**src/hdl/slid_pkg.sv**
```systemverilog
// Package: sizes, codes and the command bus of the sorted list.
`timescale 1ns / 1ps

package slid_pkg;

	localparam int DEPTH  = 16;
	localparam int CNT_W  = $clog2(DEPTH + 1);
	localparam int OUT_CW = 5;

	localparam logic       REQ_INSERT = 1'b0;
	localparam logic       REQ_DELETE = 1'b1;

	localparam logic [1:0] ST_DONE    = 2'd0;
	localparam logic [1:0] ST_FULL    = 2'd1;
	localparam logic [1:0] ST_NOMATCH = 2'd2;

	// Command broadcast to every cell in a cycle
	typedef struct packed {
		logic               ins;
		logic               del;
		logic signed [31:0] v;
	} cmd_t;

	// Low bits of a count as shown on the result port
	function automatic logic [OUT_CW-1:0] cnt_out(input logic [CNT_W-1:0] c);
		logic [CNT_W+OUT_CW-1:0] w;
		w = {{OUT_CW{1'b0}}, c};
		return w[OUT_CW-1:0];
	endfunction

endpackage

```
**src/hdl/slid_cell.sv**
```systemverilog
// One slot of the sorted list: holds a value, shifts right on insert, left on delete.
`timescale 1ns / 1ps

module slid_cell (
	input  logic               clk,
	input  slid_pkg::cmd_t     cmd,
	input  logic               occ,
	input  logic               chain_in,
	input  logic signed [31:0] left_val,
	input  logic signed [31:0] right_val,
	output logic               chain_out,
	output logic signed [31:0] val
);

	logic signed [31:0] val_q;
	logic               hit;

	// insert: slot at or past the insertion point; delete: equal entry
	always_comb begin
		if (cmd.ins) begin
			hit = !occ || (val_q > cmd.v);
		end else begin
			hit = occ && (val_q == cmd.v);
		end
	end

	assign chain_out = chain_in || hit;
	assign val       = val_q;

	always_ff @(posedge clk) begin
		if (cmd.ins) begin
			if (chain_in) begin
				val_q <= left_val;
			end else if (hit) begin
				val_q <= cmd.v;
			end
		end else if (cmd.del && chain_out) begin
			val_q <= right_val;
		end
	end

endmodule

```
**src/hdl/sorted_list_insert_delete_top.sv**
```systemverilog
// Sorted list of signed 32-bit values built as a chain of slot cells.
// Request channel: req_valid/req_stall with req_type (0 insert, 1 delete all
// equal) and value. Result channel: rsp_valid/rsp_stall with status, count,
// removed and smallest; exactly one result per request, in request order.
// Insert: the whole chain shifts when the request is taken and the result is
// registered; another request may follow at once unless the skid slot fills.
// Delete: one matching entry leaves the chain per cycle, and a final pass
// that finds none left ends it; the delete holds off requests meanwhile.
// The result register has a one-deep skid slot behind it: a request is taken
// while a result waits; req_stall is high while a delete runs or the skid
// slot is full. When rsp_stall is high the waiting result holds steady.
// Reset empties the list (count 0) and drops any pending result; slot values
// themselves are not cleared and are never shown unless written.
`timescale 1ns / 1ps

module sorted_list_insert_delete_top (
	input  logic               clk,
	input  logic               arst_n,
	input  logic               req_valid,
	output logic               req_stall,
	input  logic               req_type,
	input  logic signed [31:0] value,
	output logic               rsp_valid,
	input  logic               rsp_stall,
	output logic [1:0]         status,
	output logic [4:0]         count,
	output logic [4:0]         removed,
	output logic signed [31:0] smallest
);

	localparam int D  = slid_pkg::DEPTH;
	localparam int CW = slid_pkg::CNT_W;

	typedef struct packed {
		logic [1:0]         status;
		logic [4:0]         count;
		logic [4:0]         removed;
		logic signed [31:0] smallest;
	} res_t;

	logic [CW-1:0]      fill_q;
	logic               busy_q;
	logic signed [31:0] del_val_q;
	logic [CW-1:0]      removed_q;
	logic               out_valid_q;
	res_t               out_q;
	logic               skid_valid_q;
	res_t               skid_q;

	slid_pkg::cmd_t     cmd;
	logic               req_fire;
	logic               full;
	logic               any_match;
	logic               res_valid;
	res_t               res;
	logic               out_fire;

	logic [D-1:0]       occ;
	logic [D-1:0]       chain;
	logic signed [31:0] vals [D];

	assign req_stall = busy_q || skid_valid_q;
	assign req_fire  = req_valid && !req_stall;
	assign full      = (fill_q == CW'(D));

	assign cmd.ins = req_fire && (req_type == slid_pkg::REQ_INSERT) && !full;
	assign cmd.del = busy_q;
	assign cmd.v   = busy_q ? del_val_q : value;

	genvar i;
	generate
		for (i = 0; i < D; i++) begin : g_cell
			logic               c_in;
			logic signed [31:0] l_val;
			logic signed [31:0] r_val;

			assign occ[i] = (fill_q > CW'(i));
			if (i == 0) begin : g_first
				assign c_in  = 1'b0;
				assign l_val = '0;
			end else begin : g_mid
				assign c_in  = chain[i-1];
				assign l_val = vals[i-1];
			end
			if (i == D - 1) begin : g_last
				assign r_val = '0;
			end else begin : g_inner
				assign r_val = vals[i+1];
			end

			slid_cell u_cell (
				.clk       (clk),
				.cmd       (cmd),
				.occ       (occ[i]),
				.chain_in  (c_in),
				.left_val  (l_val),
				.right_val (r_val),
				.chain_out (chain[i]),
				.val       (vals[i])
			);
		end
	endgenerate

	// during a delete the chain end says some entry still matches
	assign any_match = chain[D-1];

	always_comb begin
		res_valid    = 1'b0;
		res.status   = slid_pkg::ST_DONE;
		res.count    = slid_pkg::cnt_out(fill_q);
		res.removed  = '0;
		res.smallest = (fill_q == '0) ? 32'sd0 : vals[0];
		if (req_fire && (req_type == slid_pkg::REQ_INSERT)) begin
			res_valid = 1'b1;
			if (full) begin
				res.status = slid_pkg::ST_FULL;
			end else begin
				res.count    = slid_pkg::cnt_out(fill_q + CW'(1));
				res.smallest = ((fill_q == '0) || (value < vals[0])) ? value : vals[0];
			end
		end else if (busy_q && !any_match) begin
			res_valid   = 1'b1;
			res.status  = (removed_q == '0) ? slid_pkg::ST_NOMATCH : slid_pkg::ST_DONE;
			res.removed = slid_pkg::cnt_out(removed_q);
		end
	end

	always_ff @(posedge clk or negedge arst_n) begin
		if (!arst_n) begin
			fill_q    <= '0;
			busy_q    <= 1'b0;
			removed_q <= '0;
		end else begin
			if (cmd.ins) begin
				fill_q <= fill_q + CW'(1);
			end
			if (req_fire && (req_type == slid_pkg::REQ_DELETE)) begin
				busy_q    <= 1'b1;
				removed_q <= '0;
			end else if (busy_q) begin
				if (any_match) begin
					fill_q    <= fill_q - CW'(1);
					removed_q <= removed_q + CW'(1);
				end else begin
					busy_q <= 1'b0;
				end
			end
		end
	end

	always_ff @(posedge clk) begin
		if (req_fire) begin
			del_val_q <= value;
		end
	end

	assign out_fire = out_valid_q && !rsp_stall;

	// results arrive only while the skid slot is empty, so order holds
	always_ff @(posedge clk or negedge arst_n) begin
		if (!arst_n) begin
			out_valid_q  <= 1'b0;
			skid_valid_q <= 1'b0;
		end else if (res_valid) begin
			if (!out_valid_q || out_fire) begin
				out_valid_q <= 1'b1;
			end else begin
				skid_valid_q <= 1'b1;
			end
		end else if (out_fire) begin
			out_valid_q  <= skid_valid_q;
			skid_valid_q <= 1'b0;
		end
	end

	always_ff @(posedge clk) begin
		if (res_valid) begin
			if (!out_valid_q || out_fire) begin
				out_q <= res;
			end else begin
				skid_q <= res;
			end
		end else if (out_fire && skid_valid_q) begin
			out_q <= skid_q;
		end
	end

	assign rsp_valid = out_valid_q;
	assign status    = out_q.status;
	assign count     = out_q.count;
	assign removed   = out_q.removed;
	assign smallest  = out_q.smallest;

endmodule

```
**config.mk**
```make
export PLATFORM = sky130hd
export DESIGN_NAME = sorted_list_insert_delete_top
export DESIGN_NICKNAME = d
export VERILOG_FILES = /design/src/hdl/slid_pkg.sv /design/src/hdl/slid_cell.sv /design/src/hdl/sorted_list_insert_delete_top.sv
export SDC_FILE = /design/constraint.sdc
export NUM_CORES = 2
export LEC_CHECK = 0
export BUFFER_PORTS_ARGS = -buffer_cell sky130_fd_sc_hd__buf_2
export CAP_MARGIN = 5
export CORE_MARGIN = 3
export CORE_UTILIZATION = 58
export DETAILED_ROUTE_END_ITERATION = 6
export HOLD_SLACK_MARGIN = 0.03
export PLACE_DENSITY_LB_ADDON = 0.08
export SLEW_MARGIN = 5
export SYNTH_ARGS = -nofsm -noshare
export SYNTH_HDL_FRONTEND = slang
export SYNTH_HIERARCHICAL = 1
export SYNTH_SLANG_ARGS = --single-unit
```
**constraint.sdc**
```tcl
create_clock -name clk -period 16.6 [get_ports clk]
set_input_delay 0 -clock clk [delete_from_list [all_inputs] [get_ports clk]]
set_output_delay 0 -clock clk [all_outputs]
set_load 0.005 [all_outputs]
```
==> run_results.csv <==
group,metric,value,unit
power,p_sw,5.31,mW
synthesis,synth.area.mux_share,11.9,%
timing,tns,0,ps
routing,vias_per_cell,5.86,
floorplanning,die_h,289,um
clocking,cts_root_buffer,"clkbuf_16",
finish,final_common_cell,"a21oi_1",
synthesis,synth_compound_area_share,12.8,%
timing,maxSlewViolCount,0,
routing,drtIter0Drc,2365,
routing,drc,0,
synthesis,ys_types,54,
grt,grt_pass1_wl,193,mm
routing,wl,122,mm
power,clock_power_share,13.7,%
clocking,cts_max_level,3,
timing,skew,22.3,ps
synthesis,yosys.area_share.simple,11.5,%
clocking,cts.clk_slew.worst_paths,60,ps
synthesis,synth_top_family_by_area,"adder cells",
grt,grt_max_degree,188,
routing,drtAntennaViolNets,0,
placed_design,dp_cells,5864,
clocking,cts_buffer_depth,3,
finish,n_antenna_cell,0,
finish,syn_to_final_growth,9.40,%
grt,grt-ovfl-total,0,
clocking,clk_latency,620,ps
power,pwr-share-comb,53.6,%
flow_run,cap_violations,0,
grt,first_global_vias,35000,
synthesis,synth-xor-area-share,0.452,%
worst_setup_path,critPathCaptureType,"register",
worst_setup_path,crit_slowest_cell,"and3_2",
timing,setup_viol,0,
timing,rsz0062_at_grt,"no",
worst_setup_path,crit_path_max_fanout,52,
power,p_leak,24.0,nW
grt,antenna_found_initial,0,
floorplanning,pin_count,83,
power,vdd_drop_max,134,uV
floorplanning,rows,103,
power,internal_power,6.36,mW
finish,final_cell_mix,"a21oi_1, edfxtp_1, nor2_1, inv_1, ha_1",
routing,dr.pass1.iters,6,
timing,hold_viol_final,0,
timing,max_freq,65.9,MHz
timing,slew_headroom,26.9,%
synthesis,synth.ff_latch_count,645,
grt,track_usage,29.0,%
worst_setup_path,r2r_start,"busy_q$_DFF_PN0_",
floorplanning,core-area,79300,sq um
routing,vias,35400,
clocking,cts_resized,0,
synthesis,async_flop_share,2.02,%
floorplanning,start_util,58.7,%
worst_setup_path,arrival,15470,ps
worst_setup_path,crit_path_frequent_cell,"nor2_4",
worst_setup_path,r2r_end,"skid_q[43]$_DFFE_PP_",
synthesis,synthCells,4776,
clocking,cts_sinks,645,
worst_setup_path,worstSetupStartpointType,"register",
finish,drive_gt1_share,7.89,%
timing,tightest_slew,1080,ps
synthesis,syn_area_per_cell,9.74,sq um
power,pwr_density_cell,229,nW/um^2
finish,final_nets,5515,
worst_setup_path,slowest_delay,710,ps
power,p_seq_share,32.7,%
worst_setup_path,crit_type,"register to register",
min_path,min_path_type,"input pin to register",
worst_setup_path,rrSetupSlack,1440,ps
worst_setup_path,rr_worst_depth,71,
worst_setup_path,required,16900,ps
routing,routedWlPerCell,20.2,um
synthesis,ys.flop_type,"edfxtp_1",
clocking,cts_tree,"built",
power,swShare,45.5,%
worst_setup_path,cp-startpoint,"busy_q$_DFF_PN0_",
clocking,cts_made_buffers,76,
placed_design,portBuffers,82,
synthesis,yosys_warnings,6,
synthesis,synthAdderAreaFrac,14.8,%
floorplanning,dieArea,83700,sq um
synthesis,syn_area,46500,sq um
finish,instances_no_fill,6033,
timing,fin_crit_sh,91.3,%
synthesis,seq_area_frac_synth,41.5,%
worst_setup_path,crit_end,"skid_q[43]$_DFFE_PP_",
timing,post-route-min-period,15160,ps
run_status,status,"finished clean",
placed_design,dp_hpwl,91.2,mm
floorplanning,die_width,289,um
synthesis,synth_edf_count,632,
placed_design,place_congestion,0.875,
==> cells by family after synthesis <==
kind of cell	Yosys count
multiplexers	547
adder cells (fa/ha/maj)	550
XOR/XNOR	24
buffers and inverters	771
AO/OA/AOI/OAI	1051
flip-flops	645
AND/OR/NAND/NOR	1187
other	1
==> critical path, delay by kind of cell (launching register included) <==
kind	cells	cell delay, ps
adder cells (fa/ha/maj)	1	310
buffers and inverters	8	2100
flip-flops	1	380
multiplexers	1	320
XOR/XNOR	1	160
AND/OR/NAND/NOR	44	6280
AO/OA/AOI/OAI	16	5200
==> state kept, by name, summed over array words and instances (netlist names), 5 cells and up <==
name and count:
removed 5, del_val_q 32, fill_q 5, skid_q 44, count 5, removed_q 5
smallest 32, g_cell.u_cell/val 512
==> per-layer routing <==
layer	wire length, um	global-route usage, %	vias to the layer above
met5	0	0	-
li1	-	-	17500
met4	5450	12.2	0
met3	4120	3.08	319
met1	52700	36.7	16800
met2	59900	50.6	782
==> timing repair <==
item	CTS	global route
buffers inserted	0	0
hold endpoints to repair	128	0
hold buffers	36	0
==> synthesized netlist by cell type (3+ instances only) <==
cell type  number  share of area (%)
o21a_1          3              0.048
o21ai_0       111                1.2
and2_1          7              0.094
buf_1           4              0.032
a21o_1         27               0.44
nor2b_1         3              0.040
ha_1          550                 15
mux2_2         33               0.80
buf_4          16               0.26
o311ai_1       29               0.55
xor2_1          4              0.075
nand2b_1        4              0.054
a211oi_2       17               0.46
nand4_1       118                1.6
inv_1         567                4.6
nor2_1        639                5.2
edfxtp_1      632                 41
a211oi_1       17               0.27
o31ai_1         4              0.065
dfrtp_1        13               0.70
clkbuf_1      110               0.89
buf_2          39               0.42
and3_1          3              0.040
xnor2_1        20               0.38
nor3_1         53               0.57
a211o_1        17               0.32
nand2_1       250                2.0
a31oi_1         5              0.067
mux2i_1       514                 11
clkbuf_8       16               0.47
o2bb2ai_1      16               0.30
and4_1         18               0.34
a221o_1        16               0.34
buf_8          16               0.52
a22oi_1        16               0.26
nand3_1        53               0.57
a21oi_1       750                8.1
nor4_2         32               0.86
o211ai_1       17               0.27
==> worst min-delay path by stage <==
stage                         start                      end  cells after the start
after CTS                 req_valid  del_val_q[14]$_DFFE_PP_                      3
after global placement       arst_n    rsp_valid$_DFFE_PN0P_                      1
final                     req_valid  del_val_q[14]$_DFFE_PP_                      3
after global routing      req_valid  del_val_q[14]$_DFFE_PP_                      3
after detailed placement     arst_n    rsp_valid$_DFFE_PN0P_                      1
after floorplan              arst_n         busy_q$_DFF_PN0_                      0
==> layout make-up <==
| cell class | instances | area (sq um) |
|---|---|---|
| Sequential cell | 645 | 19300 |
| Multi-Input combinational cell | 3424 | 24300 |
| Fill cell | 6549 | 28300 |
| Clock buffer | 105 | 2140 |
| Tap cell | 1050 | 1310 |
| Timing Repair Buffer | 212 | 1500 |
| Clock inverter | 28 | 170 |
| Inverter | 569 | 2140 |
==> stage by stage <==
step           cell area, sq um  hold slack (ps)  power (mW)  setup WS, ps  util, %
2_1_floorplan             46800             -296        8.18           266        -
3_3_place_gp              48200            -78.8        9.87          2120     60.9
3_5_place_dp              48200            -87.5        10.0          1630     60.9
4_1_cts                   50900              101        11.7          1490     64.2
5_1_grt                   50900              127        12.6           114     64.2
6_report                  50900              128        11.7          1440     64.2
==> power groups by stage <==
stage | combinational, mW | clock, mW | sequential, mW
after floorplan | 4.62 | 0 | 3.57
after global placement | 6.04 | 0 | 3.83
after detailed placement | 6.19 | 0 | 3.84
after CTS | 6.24 | 1.63 | 3.82
after global routing | 7.01 | 1.69 | 3.91
final | 6.25 | 1.60 | 3.82
Note: power is estimated with default switching activity, not from simulation.
